--- config.mk ---
export PLATFORM = sky130hd
export DESIGN_NAME = mos6502_execute_unit
export DESIGN_NICKNAME = d
export VERILOG_FILES = /design/src/m6502_pkg.sv /design/src/mos6502_execute_unit.sv
export SDC_FILE = /design/constraint.sdc
export NUM_CORES = 1
export LEC_CHECK = 0
export BUFFER_PORTS_ARGS = -buffer_cell sky130_fd_sc_hd__buf_2
export CAP_MARGIN = 10
export CORE_ASPECT_RATIO = 0.8
export CORE_MARGIN = 4
export CORE_UTILIZATION = 33
export CTS_BUF_LIST = sky130_fd_sc_hd__clkbuf_8
export CTS_CLUSTER_DIAMETER = 80
export DETAILED_ROUTE_END_ITERATION = 8
export GPL_TIMING_DRIVEN = 0
export HOLD_SLACK_MARGIN = 0.08
export PLACE_DENSITY = 0.58
export SYNTH_ARGS = -nofsm -noshare
export SYNTH_HDL_FRONTEND = slang
export SYNTH_SLANG_ARGS = --single-unit
--- constraint.sdc ---
create_clock -name aclk -period 9.3 [get_ports aclk]
set_input_delay 1.86 -clock aclk [delete_from_list [all_inputs] [get_ports aclk]]
set_output_delay 1.86 -clock aclk [all_outputs]
set_load 0.03 [all_outputs]
--- src/m6502_pkg.sv ---
// Package for the 6502 execute unit: operation codes, flag bit positions
// and BCD adjust constants. No dependencies.
package m6502_pkg;

    // operation codes carried in the mode field
    localparam logic [5:0] OP_ADC = 6'd0;
    localparam logic [5:0] OP_AND = 6'd1;
    localparam logic [5:0] OP_ASL = 6'd2;
    localparam logic [5:0] OP_BCC = 6'd3;
    localparam logic [5:0] OP_BCS = 6'd4;
    localparam logic [5:0] OP_BEQ = 6'd5;
    localparam logic [5:0] OP_BIT = 6'd6;
    localparam logic [5:0] OP_BMI = 6'd7;
    localparam logic [5:0] OP_BNE = 6'd8;
    localparam logic [5:0] OP_BPL = 6'd9;
    localparam logic [5:0] OP_BVC = 6'd10;
    localparam logic [5:0] OP_BVS = 6'd11;
    localparam logic [5:0] OP_CLC = 6'd12;
    localparam logic [5:0] OP_CLD = 6'd13;
    localparam logic [5:0] OP_CLI = 6'd14;
    localparam logic [5:0] OP_CLV = 6'd15;
    localparam logic [5:0] OP_CMP = 6'd16;
    localparam logic [5:0] OP_CPX = 6'd17;
    localparam logic [5:0] OP_CPY = 6'd18;
    localparam logic [5:0] OP_DEC = 6'd19;
    localparam logic [5:0] OP_DEX = 6'd20;
    localparam logic [5:0] OP_DEY = 6'd21;
    localparam logic [5:0] OP_EOR = 6'd22;
    localparam logic [5:0] OP_INC = 6'd23;
    localparam logic [5:0] OP_INX = 6'd24;
    localparam logic [5:0] OP_INY = 6'd25;
    localparam logic [5:0] OP_JMP = 6'd26;
    localparam logic [5:0] OP_LDA = 6'd27;
    localparam logic [5:0] OP_LDX = 6'd28;
    localparam logic [5:0] OP_LDY = 6'd29;
    localparam logic [5:0] OP_LSR = 6'd30;
    localparam logic [5:0] OP_ORA = 6'd31;
    localparam logic [5:0] OP_SBC = 6'd32;
    localparam logic [5:0] OP_SEC = 6'd33;
    localparam logic [5:0] OP_SED = 6'd34;
    localparam logic [5:0] OP_SEI = 6'd35;
    localparam logic [5:0] OP_STA = 6'd36;
    localparam logic [5:0] OP_STX = 6'd37;
    localparam logic [5:0] OP_STY = 6'd38;
    localparam logic [5:0] OP_TAX = 6'd39;
    localparam logic [5:0] OP_TAY = 6'd40;
    localparam logic [5:0] OP_TSX = 6'd41;
    localparam logic [5:0] OP_TXA = 6'd42;
    localparam logic [5:0] OP_TXS = 6'd43;
    localparam logic [5:0] OP_TYA = 6'd44;
    localparam logic [5:0] OP_COUNT = 6'd45;

    // status bit positions, NV-BDIZC
    localparam int FLAG_C = 0;
    localparam int FLAG_Z = 1;
    localparam int FLAG_I = 2;
    localparam int FLAG_D = 3;
    localparam int FLAG_V = 6;
    localparam int FLAG_N = 7;

    // register values after reset
    localparam logic [7:0] SP_RESET = 8'hFF;

    // decimal adjust constants
    localparam logic [4:0] BCD_LO_LIMIT = 5'd10;
    localparam logic [3:0] BCD_STEP    = 4'd6;
    localparam logic [8:0] BCD_HI_LIMIT = 9'h0A0;
    localparam logic [9:0] BCD_HI_ADJ   = 10'h060;
    localparam logic [5:0] BCD_SUB_ADJ  = 6'd6;

    typedef logic [7:0] byte_t;

endpackage

--- src/mos6502_execute_unit.sv ---
// 6502 execute unit top level: register file, ALU with BCD add/subtract,
// flag logic and branch target add. Depends on m6502_pkg.
//
//   channel   direction  tdata (low bit first)                         tuser
//   s_        in         mode, operand, jump_target, pc_in (48 bits)   on_accumulator
//   m_        out        write_data, acc, x, y, status, pc (56 bits)   write_enable, invalid_op
//
// One operation per cycle unless a full output register stalls on m_tready: a
// word waits in the input register, where the ALU and flag logic read it with
// the architectural registers, then moves to the output register while A, X,
// Y, SP and P update at the same edge. m_tvalid rises with that move. aresetn
// (synchronous) clears A, X, Y, P to zero and SP to 0xFF and empties both stages.
// When m_tready is low the input register still takes one more word.
module mos6502_execute_unit (
    input  logic        aclk,
    input  logic        aresetn,
    input  logic        s_tvalid,
    output logic        s_tready,
    input  logic [47:0] s_tdata,   // mode[5:0], operand[13:6], jump_target[29:14], pc_in[45:30]
    input  logic        s_tuser,   // on_accumulator
    output logic        m_tvalid,
    input  logic        m_tready,
    output logic [55:0] m_tdata,   // write_data, acc_out, x_out, y_out, status_out, pc_out
    output logic [1:0]  m_tuser    // write_enable, invalid_op
);
    import m6502_pkg::*;

    // input stage
    logic        in_valid_reg;
    logic [5:0]  mode_reg;
    byte_t       operand_reg;
    logic [15:0] target_reg;
    logic [15:0] pc_in_reg;
    logic        on_acc_reg;

    // architectural registers
    byte_t acc_reg, acc_next;
    byte_t x_reg, x_next;
    byte_t y_reg, y_next;
    byte_t sp_reg, sp_next;
    byte_t p_reg, p_next;

    // result stage
    logic        out_valid_reg;
    logic [55:0] out_data_reg;
    logic [1:0]  out_user_reg;

    // results of the current operation
    byte_t       wdata;
    logic        wen;
    logic [15:0] pc_next;
    logic        invalid;

    logic advance;
    logic s_accept;

    assign advance  = in_valid_reg && (!out_valid_reg || m_tready);
    assign s_tready = !in_valid_reg || advance;
    assign s_accept = s_tvalid && s_tready;

    // input register
    always_ff @(posedge aclk) begin
        if (!aresetn) begin
            in_valid_reg <= 1'b0;
        end else if (s_accept) begin
            in_valid_reg <= 1'b1;
        end else if (advance) begin
            in_valid_reg <= 1'b0;
        end
        if (s_accept) begin
            mode_reg    <= s_tdata[5:0];
            operand_reg <= s_tdata[13:6];
            target_reg  <= s_tdata[29:14];
            pc_in_reg   <= s_tdata[45:30];
            on_acc_reg  <= s_tuser;
        end
    end

    // binary add and subtract
    logic       c_in;
    logic [8:0] add_bin;
    logic [8:0] sub_bin;
    byte_t      sub_r;
    assign c_in    = p_reg[FLAG_C];
    assign add_bin = {1'b0, acc_reg} + {1'b0, operand_reg} + {8'd0, c_in};
    assign sub_bin = {1'b0, acc_reg} - {1'b0, operand_reg} - {8'd0, !c_in};
    assign sub_r   = sub_bin[7:0];

    // decimal add: low nibble adjust, then high adjust
    logic [4:0] dlo_sum;
    logic [4:0] dlo_adj;
    logic [8:0] dt;
    logic [9:0] dt_adj;
    logic [3:0] dlo_plus;
    assign dlo_sum  = {1'b0, acc_reg[3:0]} + {1'b0, operand_reg[3:0]} + {4'd0, c_in};
    assign dlo_plus = dlo_sum[3:0] + BCD_STEP;
    assign dlo_adj  = (dlo_sum >= BCD_LO_LIMIT) ? {1'b1, dlo_plus} : dlo_sum;
    assign dt       = {1'b0, acc_reg[7:4], 4'd0} + {1'b0, operand_reg[7:4], 4'd0}
                    + {4'd0, dlo_adj};
    assign dt_adj   = (dt >= BCD_HI_LIMIT) ? ({1'b0, dt} + BCD_HI_ADJ) : {1'b0, dt};

    // decimal subtract: nibble differences, sign in bit 5
    logic [5:0] slo, shi, slo_a, shi_a, shi_f;
    always_comb begin
        slo = {2'b0, acc_reg[3:0]} - {2'b0, operand_reg[3:0]} - {5'd0, !c_in};
        shi = {2'b0, acc_reg[7:4]} - {2'b0, operand_reg[7:4]};
        if (slo[5]) begin
            slo_a = slo - BCD_SUB_ADJ;
            shi_a = shi - 6'd1;
        end else begin
            slo_a = slo;
            shi_a = shi;
        end
        shi_f = shi_a[5] ? (shi_a - BCD_SUB_ADJ) : shi_a;
    end

    // compare source and difference
    byte_t      cmp_reg;
    logic [8:0] cmp_diff;
    always_comb begin
        case (mode_reg)
            OP_CPX:  cmp_reg = x_reg;
            OP_CPY:  cmp_reg = y_reg;
            default: cmp_reg = acc_reg;
        endcase
    end
    assign cmp_diff = {1'b0, cmp_reg} - {1'b0, operand_reg};

    // shift source and result
    byte_t shift_src;
    byte_t shift_res;
    assign shift_src = on_acc_reg ? acc_reg : operand_reg;
    assign shift_res = (mode_reg == OP_ASL) ? {shift_src[6:0], 1'b0}
                                            : {1'b0, shift_src[7:1]};

    // memory inc and dec
    byte_t incdec;
    assign incdec = (mode_reg == OP_DEC) ? (operand_reg - 8'd1) : (operand_reg + 8'd1);

    // branch target
    logic [15:0] br_target;
    assign br_target = pc_in_reg + {{8{operand_reg[7]}}, operand_reg};

    // operation decode and register update
    always_comb begin
        byte_t nz_val;
        logic  nz_en;
        logic  take;
        acc_next = acc_reg;
        x_next   = x_reg;
        y_next   = y_reg;
        sp_next  = sp_reg;
        p_next   = p_reg;
        wdata    = 8'd0;
        wen      = 1'b0;
        pc_next  = pc_in_reg;
        nz_val   = 8'd0;
        nz_en    = 1'b0;
        take     = 1'b0;
        invalid  = (mode_reg >= OP_COUNT);
        unique case (mode_reg) inside
            OP_ADC: begin
                if (p_reg[FLAG_D]) begin
                    p_next[FLAG_Z] = (add_bin[7:0] == 8'd0);
                    p_next[FLAG_N] = dt[7];
                    p_next[FLAG_V] = !(acc_reg[7] ^ operand_reg[7]) && (acc_reg[7] ^ dt[7]);
                    p_next[FLAG_C] = |dt_adj[9:8];
                    acc_next       = dt_adj[7:0];
                end else begin
                    p_next[FLAG_C] = add_bin[8];
                    p_next[FLAG_V] = !(acc_reg[7] ^ operand_reg[7])
                                     && (acc_reg[7] ^ add_bin[7]);
                    acc_next = add_bin[7:0];
                    nz_val   = add_bin[7:0];
                    nz_en    = 1'b1;
                end
            end
            OP_SBC: begin
                p_next[FLAG_C] = !sub_bin[8];
                p_next[FLAG_V] = (acc_reg[7] ^ operand_reg[7]) && (acc_reg[7] ^ sub_r[7]);
                nz_val = sub_r;
                nz_en  = 1'b1;
                acc_next = p_reg[FLAG_D] ? {shi_f[3:0], slo_a[3:0]} : sub_r;
            end
            OP_AND: begin
                acc_next = acc_reg & operand_reg;
                nz_val   = acc_next;
                nz_en    = 1'b1;
            end
            OP_EOR: begin
                acc_next = acc_reg ^ operand_reg;
                nz_val   = acc_next;
                nz_en    = 1'b1;
            end
            OP_ORA: begin
                acc_next = acc_reg | operand_reg;
                nz_val   = acc_next;
                nz_en    = 1'b1;
            end
            OP_ASL, OP_LSR: begin
                p_next[FLAG_C] = (mode_reg == OP_ASL) ? shift_src[7] : shift_src[0];
                nz_val = shift_res;
                nz_en  = 1'b1;
                if (on_acc_reg) begin
                    acc_next = shift_res;
                end else begin
                    wdata = shift_res;
                    wen   = 1'b1;
                end
            end
            OP_BCC: take = !p_reg[FLAG_C];
            OP_BCS: take = p_reg[FLAG_C];
            OP_BEQ: take = p_reg[FLAG_Z];
            OP_BNE: take = !p_reg[FLAG_Z];
            OP_BMI: take = p_reg[FLAG_N];
            OP_BPL: take = !p_reg[FLAG_N];
            OP_BVC: take = !p_reg[FLAG_V];
            OP_BVS: take = p_reg[FLAG_V];
            OP_BIT: begin
                p_next[FLAG_N] = operand_reg[7];
                p_next[FLAG_V] = operand_reg[6];
                p_next[FLAG_Z] = ((operand_reg & acc_reg) == 8'd0);
            end
            OP_CLC: p_next[FLAG_C] = 1'b0;
            OP_CLD: p_next[FLAG_D] = 1'b0;
            OP_CLI: p_next[FLAG_I] = 1'b0;
            OP_CLV: p_next[FLAG_V] = 1'b0;
            OP_SEC: p_next[FLAG_C] = 1'b1;
            OP_SED: p_next[FLAG_D] = 1'b1;
            OP_SEI: p_next[FLAG_I] = 1'b1;
            OP_CMP, OP_CPX, OP_CPY: begin
                p_next[FLAG_C] = !cmp_diff[8];
                nz_val = cmp_diff[7:0];
                nz_en  = 1'b1;
            end
            OP_DEC, OP_INC: begin
                nz_val = incdec;
                nz_en  = 1'b1;
                wdata  = incdec;
                wen    = 1'b1;
            end
            OP_DEX: begin
                x_next = x_reg - 8'd1;
                nz_val = x_next;
                nz_en  = 1'b1;
            end
            OP_DEY: begin
                y_next = y_reg - 8'd1;
                nz_val = y_next;
                nz_en  = 1'b1;
            end
            OP_INX: begin
                x_next = x_reg + 8'd1;
                nz_val = x_next;
                nz_en  = 1'b1;
            end
            OP_INY: begin
                y_next = y_reg + 8'd1;
                nz_val = y_next;
                nz_en  = 1'b1;
            end
            OP_JMP: pc_next = target_reg;
            OP_LDA: begin
                acc_next = operand_reg;
                nz_val   = operand_reg;
                nz_en    = 1'b1;
            end
            OP_LDX: begin
                x_next = operand_reg;
                nz_val = operand_reg;
                nz_en  = 1'b1;
            end
            OP_LDY: begin
                y_next = operand_reg;
                nz_val = operand_reg;
                nz_en  = 1'b1;
            end
            OP_STA: begin
                wdata = acc_reg;
                wen   = 1'b1;
            end
            OP_STX: begin
                wdata = x_reg;
                wen   = 1'b1;
            end
            OP_STY: begin
                wdata = y_reg;
                wen   = 1'b1;
            end
            OP_TAX: begin
                x_next = acc_reg;
                nz_val = acc_reg;
                nz_en  = 1'b1;
            end
            OP_TAY: begin
                y_next = acc_reg;
                nz_val = acc_reg;
                nz_en  = 1'b1;
            end
            OP_TSX: begin
                x_next = sp_reg;
                nz_val = sp_reg;
                nz_en  = 1'b1;
            end
            OP_TXA: begin
                acc_next = x_reg;
                nz_val   = x_reg;
                nz_en    = 1'b1;
            end
            OP_TXS: sp_next = x_reg;
            OP_TYA: begin
                acc_next = y_reg;
                nz_val   = y_reg;
                nz_en    = 1'b1;
            end
            default: ;
        endcase
        if (nz_en) begin
            p_next[FLAG_Z] = (nz_val == 8'd0);
            p_next[FLAG_N] = nz_val[7];
        end
        if (take) begin
            pc_next = br_target;
        end
    end

    // architectural registers update as the word moves to the result stage
    always_ff @(posedge aclk) begin
        if (!aresetn) begin
            acc_reg <= 8'd0;
            x_reg   <= 8'd0;
            y_reg   <= 8'd0;
            sp_reg  <= SP_RESET;
            p_reg   <= 8'd0;
        end else if (advance) begin
            acc_reg <= acc_next;
            x_reg   <= x_next;
            y_reg   <= y_next;
            sp_reg  <= sp_next;
            p_reg   <= p_next;
        end
    end

    // result register
    always_ff @(posedge aclk) begin
        if (!aresetn) begin
            out_valid_reg <= 1'b0;
        end else if (advance) begin
            out_valid_reg <= 1'b1;
        end else if (m_tready) begin
            out_valid_reg <= 1'b0;
        end
        if (advance) begin
            out_data_reg <= {pc_next, p_next, y_next, x_next, acc_next, wdata};
            out_user_reg <= {invalid, wen};
        end
    end

    assign m_tvalid = out_valid_reg;
    assign m_tdata  = out_data_reg;
    assign m_tuser  = out_user_reg;

endmodule

---- Word level (Yosys, flattened, before mapping) ----
Cells that the tools add are included.
operators by class
  $add $sub $neg .......................... 24
  magnitude comparators ................... 3
  eq/ne operators ......................... 44
  mux-type cells .......................... 43
  bitwise operators ....................... 7
  reductions and logical operators ........ 31
operators with widths
  kind                                                 number
  case mux 8 bit (17 select lines)                     1
  equality test 6 x 5 -> 1 bit, second input constant  16
  case mux 8 bit (5 select lines)                      2
  equality test 6 bit, second input constant           13
  case mux 8 bit (9 select lines)                      1
  2-to-1 mux 8 bit                                     8
  equality test 6 x 4 -> 1 bit, second input constant  8
  2-to-1 mux 16 bit                                    2
  case mux 8 bit (4 select lines)                      1
  adder 8 x 1 -> 8 bit, second input constant          3
  equality test 6 x 3 -> 1 bit, second input constant  4
  zero test 8 bit                                      3
  subtractor 8 x 1 -> 8 bit, second input constant     3
  OR reduction 23 bit                                  1
  adder 8 x 8 -> 9 bit                                 2
  subtractor 8 x 8 -> 9 bit                            2
  adder 16 bit                                         1
  case mux 8 bit (2 select lines)                      1
  2-to-1 mux 1 bit                                     13
  equality test 6 x 2 -> 1 bit, second input constant  2
  case mux 1 bit (2 select lines)                      6
  adder 9 x 7 -> 10 bit, second input constant         1
  2-to-1 mux 10 bit                                    1
  subtractor 4 x 4 -> 5 bit                            2
  32 further kinds                                     55
word-level totals
  flip-flop bits (word level) ............. 143
  output and inout port bits .............. 60

---- Logic depth before layout (Yosys ltp) ----
Gate-level depths: netlist of the first run.
  depth in word-level cells ............... 10
  gate-level depth with buffers ........... 21

---- Worst setup path before layout of the first run ----
No wires, ideal clock.
  path kind ............................... register -> register
  from .................................... register operand_reg[0]
  to ...................................... register out_data_reg[13], in the netlist m_tdata[13] (data pin)
  setup time .............................. 0.260 ns
  arrival time ............................ 5.002 ns
  data required time ...................... 9.040 ns
  slack ................................... 4.038 ns
  cell stages (with the launch flop) ...... 22
  clock period less this slack ............ 5.262 ns
  path through ............................ edfxtp_1 > clkbuf_1 > inv_1 > fa_1 > fa_1 > xor2_2 > ha_1 > inv_1 > a31oi_1 > nor3b_1 > nor3_2 > fa_1 > inv_1 > ha_1 > fa_1 > inv_1 > ha_1 > o21ai_0 > a311o_1 > a221oi_1 > o211ai_1 > mux2_2
between the ends
  cells in the longest elaborated chain, start to end .. 9
ends and longest elaborated chain
  item                                                                   RTL line                                                text
  from (decl)                                                            mos6502_execute_unit.sv:31                              byte_t operand_reg;
  from (signal assigned)                                                 mos6502_execute_unit.sv:72                              operand_reg <= s_tdata[13:6];
  adder 4 x 4 -> 5 bit                                                   mos6502_execute_unit.sv:95                              assign dlo_sum = {1'b0, acc_reg[3:0]} + {1'b0, operand_reg[3:0]} + {4'd0, c_in};
  adder 5 x 1 -> 5 bit                                                   mos6502_execute_unit.sv:95
  adder 4 x 3 -> 4 bit or >= comparator 5 x 4 -> 1 bit (tied branches)   mos6502_execute_unit.sv:96, mos6502_execute_unit.sv:97
  2-to-1 mux 5 bit                                                       mos6502_execute_unit.sv:97                              assign dlo_adj = (dlo_sum >= BCD_LO_LIMIT) ? {1'b1, dlo_plus} : dlo_sum;
  adder 9 x 5 -> 9 bit                                                   mos6502_execute_unit.sv:99                              + {4'd0, dlo_adj};
  adder 9 x 7 -> 10 bit or >= comparator 9 x 8 -> 1 bit (tied branches)  mos6502_execute_unit.sv:100                             assign dt_adj = (dt >= BCD_HI_LIMIT) ? ({1'b0, dt} + BCD_HI_ADJ) : {1'b0, dt};
  2-to-1 mux 10 bit                                                      mos6502_execute_unit.sv:100
  2-to-1 mux 8 bit                                                       mos6502_execute_unit.sv:163                             if (p_reg[FLAG_D]) begin
  case mux 8 bit (9 select lines) *                                      mos6502_execute_unit.sv:161                             unique case (mode_reg) inside
  net acc_next[5]                                                        mos6502_execute_unit.sv:37                              byte_t acc_reg, acc_next;
  to (signal assigned)                                                   mos6502_execute_unit.sv:354                             out_data_reg <= {pc_next, p_next, y_next, x_next, acc_next, wdata};
  to (decl)                                                              mos6502_execute_unit.sv:45                              logic [55:0] out_data_reg;
The timed path passes the listed nets; every way through them passes the cells marked *.
A chain may end at the register's enable or synchronous reset.

---- Worst setup path in the final report of the first run ----
  from .................................... register operand_reg[0]
  to ...................................... register out_data_reg[14], in the netlist m_tdata[14] (data pin)
The elaborated chain is that of the path after synthesis.

==> results of run 1 <==
-- cells by family after synthesis --
| logic type | after synthesis | synth area share (%) |
|---|---|---|
| simple gates | 447 | 19.1 |
| other cells | 1 | 0.0324 |
| fa+ha+maj | 91 | 10.7 |
| flops | 143 | 33.7 |
| compound gates | 390 | 23.3 |
| mux | 45 | 4.04 |
| buf+inv | 143 | 5.20 |
| xor+xnor | 51 | 3.93 |
-- stage by stage --
step           cells  area [µm²]
6_report        1926       13100
5_1_grt         1926       13100
2_1_floorplan   1312       11600
3_3_place_gp    1892       12700
4_1_cts         1926       13100
3_5_place_dp    1894       12700
-- final cells by class --
| type | count | area (µm²) |
|---|---|---|
| fill | 3640 | 21600 |
| sequential | 143 | 3890 |
| buffer | 89 | 402 |
| multi-input combinational | 1026 | 7070 |
| timing repair buffer | 110 | 581 |
| tap | 472 | 591 |
| inverter | 54 | 203 |
| clock buffer | 17 | 234 |
| clock inverter | 15 | 111 |
-- layout by cell type (no fill, tap or decap), types with 8 or more instances in the layout --
master	synthesis	routed
a211o_1	8	8
a211oi_1	16	16
a21o_1	12	12
a21oi_1	106	106
a221o_1	11	11
a221oi_1	11	11
a22o_1	12	12
a22oi_1	17	17
a31oi_1	15	15
and3_1	10	10
buf_2	17	125
clkbuf_1	60	59
clkbuf_8	0	17
dfxtp_1	40	40
edfxtp_1	103	103
fa_1	13	13
ha_1	78	78
inv_1	52	53
mux2_2	13	13
mux2i_1	32	32
nand2_1	127	127
nand2b_1	14	14
nand3_1	41	41
nand4_1	13	13
nor2_1	125	125
nor2b_1	12	12
nor3_1	41	41
nor3b_1	8	8
nor4_1	8	8
o211ai_1	12	12
o21a_1	10	10
o21ai_0	53	53
o221ai_1	9	9
o22ai_1	31	31
or2_2	8	8
xnor2_1	27	27
xor2_1	23	23
-- routing by layer --
layer	part of all wire (%)	up-vias	GRT usage (%)
met5	0.027	-	0
met4	3.5	2	8.53
met3	12	97	7.68
met2	41	728	34.8
met1	44	5453	34.4
li1	-	5159	-
-- power by group through the flow --
stage | Combinational, µW | Clock, µW | Sequential, µW
after global placement | 478 | 0 | 764
after floorplan | 313 | 0 | 780
final | 498 | 469 | 749
after CTS | 486 | 482 | 748
after global routing | 537 | 505 | 752
after detailed placement | 483 | 0 | 762
-- worst register-to-register path, cell delays in order (launching register included) --
cell and delay [ns]:
edfxtp_1 0.72, clkbuf_1 0.56, inv_1 0.34, fa_1 0.54
fa_1 0.44, xor2_2 0.35, ha_1 0.22, inv_1 0.06
a31oi_1 0.19, nor3b_1 0.09, nor3_2 0.50, fa_1 0.27
inv_1 0.05, ha_1 0.21, fa_1 0.42, xor2_1 0.35
and3_1 0.20, and4_1 0.25, a21oi_1 0.10, mux2_2 0.25
o221ai_1 0.14, mux2_2 0.32
-- worst paths after layout --
| check | start | endpoint | slack (ns) | depth (start not counted) |
|---|---|---|---|---|
| worst max-delay path | operand_reg[0] | m_tdata[14] | 2.48 | 21 |
| worst max register to register | operand_reg[0] | m_tdata[14] | 2.48 | 21 |
| worst min-delay path | sp_reg[1] | sp_reg[1] | 0.50 | 2 |
| worst min register to register | sp_reg[1] | sp_reg[1] | 0.50 | 2 |
==> impl_metrics.csv, run 1 <==
group,metric,value,unit
global_routing,grt.overflow.total,0,
floorplanning,fp.dieW,217,µm
setup_path,cpPeakStageDelay,0.72,ns
cells_and_area,syn_to_final_growth,13.2,%
sta,fin_ws,2.48,ns
setup_path,path_buf_inv,4,
setup_path,crit_top_cell,"fa_1",
power_and_ir_drop,pwr-share-clk,27.3,%
clock_network,insertion_delay,0.52,ns
sta,tightest_slew,1.34,ns
yosys,post-synth-top-count-cell,"nand2_1",
drt,viasPerCell,5.94,
sta,rsz0062_at_grt,"no",
cells_and_area,diodes,0,
placement,port_buffers,108,
drt,firstDrtPassIters,6,
clock_network,cts_tree,"done",
yosys,netlist_top_cells_area,"edfxtp_1 (27%), ha_1 (8.4%), dfxtp_1 (6.9%)",
setup_path,cp-end-kind,"flip-flop",
global_routing,grt_pass1_vias,10859,
cells_and_area,final_core_util,37.8,%
floorplanning,chipHeight,175,µm
yosys,avgSynthCellArea,8.82,µm²
yosys,syn-cell-area,11600,µm²
cells_and_area,final_layout_size_suffix_gt1_share,14.6,%
yosys,synthCells,1311,
power_and_ir_drop,fin_total_pwr,1720,µW
sta,finalClockSkew,0.0335,ns
placement,hpwlAfterDp,35800,µm
floorplanning,rows,61,
sta,holdWs,0.501,ns
power_and_ir_drop,p_sw,635,µW
floorplanning,io_pins,113,
floorplanning,start_util,33.4,%
sta,relSlewSlack,10.1,%
setup_path,slowest_stage,"edfxtp_1",
clock_network,clock-root-buffer,"clkbuf_8",
power_and_ir_drop,peakVddDrop,0.000123,V
floorplanning,core_area,34700,µm²
floorplanning,design.die.area,38100,µm²
drt,vias,11439,
sta,finalCritPeriodShare,73.4,%
yosys,yosys.area.top_type,"edfxtp_1",
power_and_ir_drop,swShare,37.0,%
yosys,synth_edf_count,103,
setup_path,crit_chain,"clkbuf_1, inv_1, fa_1, fa_1, xor2_2, ha_1, inv_1, a31oi_1, nor3b_1, nor3_2, fa_1, inv_1, ha_1, fa_1, xor2_1, and3_1, and4_1, a21oi_1, mux2_2, o221ai_1, mux2_2",
power_and_ir_drop,seq_power_share,43.6,%
clock_network,cts_sinks,143,
outcome,status,"finished, final reports clean",
min_path,hp-class,"flip-flop to flip-flop",
global_routing,antenna_found_initial,1,
power_and_ir_drop,powerDensity,131,nW/µm²
drt,postRouteAntennaNets,0,
clock_network,post_cts.repair.setup_buffers,0,
global_routing,grt_pass1_wl,69200,µm
sta,min_period,6.82,ns
yosys,ys_seq_area_share,33.7,%
setup_path,worst-path-max-fanout,8,
yosys,yosys-top-cells-count,"nand2_1 (127), nor2_1 (125), a21oi_1 (106)",
yosys,ys_ff_latch,143,
yosys,ys.flop_type,"edfxtp_1",
yosys,ys_warn_count,0,
clock_network,cts_buffers,17,
clock_network,htreeDepth,4,
setup_path,required,9.55,ns
cells_and_area,final_nets,1585,
sta,hold_viol_final,0,
sta,setup_viol,0,
cells_and_area,largest_reg_flops,54,
yosys,synth.distinct_cells,94,
drt,drt-wirelength-per-cell,24.6,µm
sta,max_freq,147,MHz
power_and_ir_drop,p_comb_share,29.0,%
yosys,ys_async_sr_fraction,0,%
drt,initialDrtViolationCount,1261,
clock_network,ctsResizeCount,0,
flow_run,drv_cap,0,
global_routing,grt_max_degree,40,
setup_path,worstPathArrival,7.07,ns
sta,fin_tns_setup,0,ns
global_routing,grt_use_total,24.3,%
power_and_ir_drop,leakage,0.00507,µW
setup_path,worst-setup-path-type,"flip-flop to flip-flop",
setup_path,critPathLaunchType,"flip-flop",
clock_network,hold_buffers,0,
clock_network,clk_pin_slew,0.10,ns
setup_path,path_delay_family,"adder cells",
placement,dp_worst_setup_slack,2.75,ns
drt,wl,47300,µm
drt,drc,0,
clock_network,cts_max_path_buffers,2,
yosys,synth_top_area_share,26.8,%
placement,gp_congestion,1.04,
power_and_ir_drop,p_int,1080,µW
sta,maxSlewViolCount,0,
No activity file was read; power rests on OpenSTA's default activity.
==> run 2: changes to the inputs <==
--- a/config.mk
+++ b/config.mk
@@ -15,7 +15,7 @@
 export DETAILED_ROUTE_END_ITERATION = 8
 export GPL_TIMING_DRIVEN = 0
 export HOLD_SLACK_MARGIN = 0.08
-export PLACE_DENSITY = 0.58
+export PLACE_DENSITY = 0.59
 export SYNTH_ARGS = -nofsm -noshare
 export SYNTH_HDL_FRONTEND = slang
 export SYNTH_SLANG_ARGS = --single-unit
==> constraint.sdc (replaced) <==
create_clock -name aclk -period 5.9 [get_ports aclk]
set_input_delay 1.18 -clock aclk [delete_from_list [all_inputs] [get_ports aclk]]
set_output_delay 1.18 -clock aclk [all_outputs]
set_load 0.03 [all_outputs]
==> impl_metrics.csv, run 2 (synthesized netlist as in run 1, its figures left out) <==
group,metric,value,unit
setup_path,regToRegStartpoint,"acc_reg[0]",
sta,min_period,5.73,ns
floorplanning,chipHeight,175,µm
placement,gp_congestion,1.05,
setup_path,worstPathArrival,5.98,ns
setup_path,cp-end-kind,"flip-flop",
setup_path,critPathLaunchType,"flip-flop",
setup_path,path_buf_inv,6,
cells_and_area,largest_reg_flops,54,
clock_network,cts_max_path_buffers,2,
floorplanning,io_pins,113,
setup_path,path_delay_family,"adder cells",
floorplanning,rows,61,
min_path,min_path_cells,2,
global_routing,antenna_found_initial,1,
drt,dr_wl_met3,5320,µm
drt,initialDrtViolationCount,1521,
placement,post_dp_cell_area,12700,µm²
cells_and_area,mostFrequentLayoutCells,"nand2_1 (127), buf_2 (125), nor2_1 (125), a21oi_1 (106), edfxtp_1 (103)",
sta,setup_viol,0,
placement,dp_worst_setup_slack,-0.611,ns
sta,fin_ws,0.166,ns
drt,m1WireLength,21300,µm
setup_path,r2r-end,"m_tdata[13]",
power_and_ir_drop,peakVddDrop,0.000120,V
drt,drt-wirelength-per-cell,24.6,µm
drt,maxUsedRoutingLayer,"met5",
cells_and_area,final_common_cell,"nand2_1",
floorplanning,core_area,34700,µm²
cells_and_area,final_layout_size_suffix_gt1_share,15.6,%
clock_network,cts_buffers,17,
sta,finalCritPeriodShare,97.2,%
drt,vias,11488,
placement,port_buffers,108,
global_routing,grt_use_total,24.3,%
setup_path,worst-path-stages,22,
drt,wl_met2,19400,µm
setup_path,crit_chain,"clkbuf_4, clkinvlp_4, fa_1, fa_1, xor2_2, ha_1, inv_1, a31oi_1, nor3b_2, nor3_2, buf_4, fa_1, inv_1, ha_1, fa_1, inv_1, ha_1, o21ai_0, a311o_1, a221oi_1, o211ai_1, mux2_2",
drt,viasPerCell,5.94,
setup_path,required,6.14,ns
global_routing,grt_pass1_vias,10795,
clock_network,insertion_delay,0.49,ns
clock_network,cts_sinks,143,
clock_network,clock-root-buffer,"clkbuf_8",
drt,wl,47600,µm
setup_path,reg2reg_slack,0.17,ns
setup_path,slowest_stage,"fa_1",
global_routing,grt_pass1_wl,69800,µm
cells_and_area,stdcell_count,1934,
cells_and_area,fillCellCount,3589,
setup_path,worst-setup-path-type,"flip-flop to flip-flop",
min_path,hp-class,"flip-flop to flip-flop",
placement,hpwlAfterDp,35900,µm
sta,relSlewSlack,16.7,%
global_routing,grt_max_degree,42,
clock_network,hold_buffers,0,
flow_run,drv_cap,0,
global_routing,grt.overflow.total,0,
setup_path,crit_top_cell,"fa_1",
setup_path,startpoint,"acc_reg[0]",
sta,maxSlewViolCount,0,
power_and_ir_drop,leakage,0.00513,µW
floorplanning,start_util,33.4,%
setup_path,critical_path.endpoint,"m_tdata[13]",
drt,firstDrtPassIters,6,
cells_and_area,diodes,0,
cells_and_area,final_nets,1593,
sta,finalClockSkew,0.0197,ns
placement,dp.cells,1894,
sta,max_freq,174,MHz
cells_and_area,syn_to_final_growth,14.2,%
setup_path,worst-path-max-fanout,9,
outcome,status,"finished, final reports clean",
sta,hold_viol_final,0,
floorplanning,design.die.area,38100,µm²
clock_network,cts_tree,"done",
setup_path,cpPeakStageDelay,0.49,ns
sta,rsz0062_at_grt,"no",
setup_path,rr_worst_depth,22,
drt,postRouteAntennaNets,0,
power_and_ir_drop,powerDensity,208,nW/µm²
sta,tightest_slew,1.24,ns
cells_and_area,stdcell_area,13200,µm²
drt,drc,0,
sta,holdWs,0.492,ns
clock_network,clk_pin_slew,0.10,ns
floorplanning,fp.dieW,217,µm
sta,fin_tns_setup,0,ns
clock_network,htreeDepth,4,
-- run 2: how the worst min path moves through the flow --
stage | endpoint | start | slack, ns
after floorplan | sp_reg[7] | sp_reg[7] | 0.44
after global placement | p_reg[2] | p_reg[2] | 0.46
after detailed placement | p_reg[2] | p_reg[2] | 0.47
after CTS | p_reg[2] | p_reg[2] | 0.49
after global routing | sp_reg[2] | sp_reg[2] | 0.51
final | p_reg[2] | p_reg[2] | 0.49
-- run 2: where the power goes --
group	total (µW)	internal, µW	switching [µW]
clock network	775	312	463
logic	797	280	517
registers	1180	1140	41.2
total	2750	1730	1020
-- run 2: worst register-to-register path: stages (launching register included) --
cell and delay [ns]:
dfxtp_1 0.35, clkbuf_4 0.28, clkinvlp_4 0.24, fa_1 0.49, fa_1 0.44, xor2_2 0.21, ha_1 0.18, inv_1 0.08
a31oi_1 0.08, nor3b_2 0.25, nor3_2 0.07, buf_4 0.17, fa_1 0.36, inv_1 0.07, ha_1 0.18, fa_1 0.44
inv_1 0.10, ha_1 0.22, o21ai_0 0.17, a311o_1 0.41, a221oi_1 0.22, o211ai_1 0.17, mux2_2 0.31
-- run 2: cell type report --
| class | count | area (µm²) | area share [%] |
|---|---|---|---|
| buffer | 88 | 402 | 3.04 |
| clock buffer | 17 | 234 | 1.77 |
| clock inverter | 15 | 140 | 1.06 |
| inverter | 54 | 206 | 1.56 |
| multi-input combinational | 1026 | 7090 | 53.7 |
| sequential | 143 | 3890 | 29.5 |
| tap | 472 | 591 | 4.47 |
| timing repair buffer | 119 | 648 | 4.91 |
-- run 2: timing repair --
action,in CTS,in global routing
buffers inserted,3,5
gates resized for setup,1,6
setup endpoints to repair,9,5
pin swaps,0,2
-- run 2: through the flow --
stage	total power [µW]	utilization, %
CTS	2750	37.9
global placement	1960	36.6
finish	2750	38.1
floorplan	1720	-
global route	2880	38.1
detailed placement	1970	36.8
-- run 2: per-layer routing --
layer  track usage [%]  vias up
met4              8.40        2
met1              35.7     5517
met2              34.5      693
li1                  -     5168
met3              6.16      108
met5                 0        -
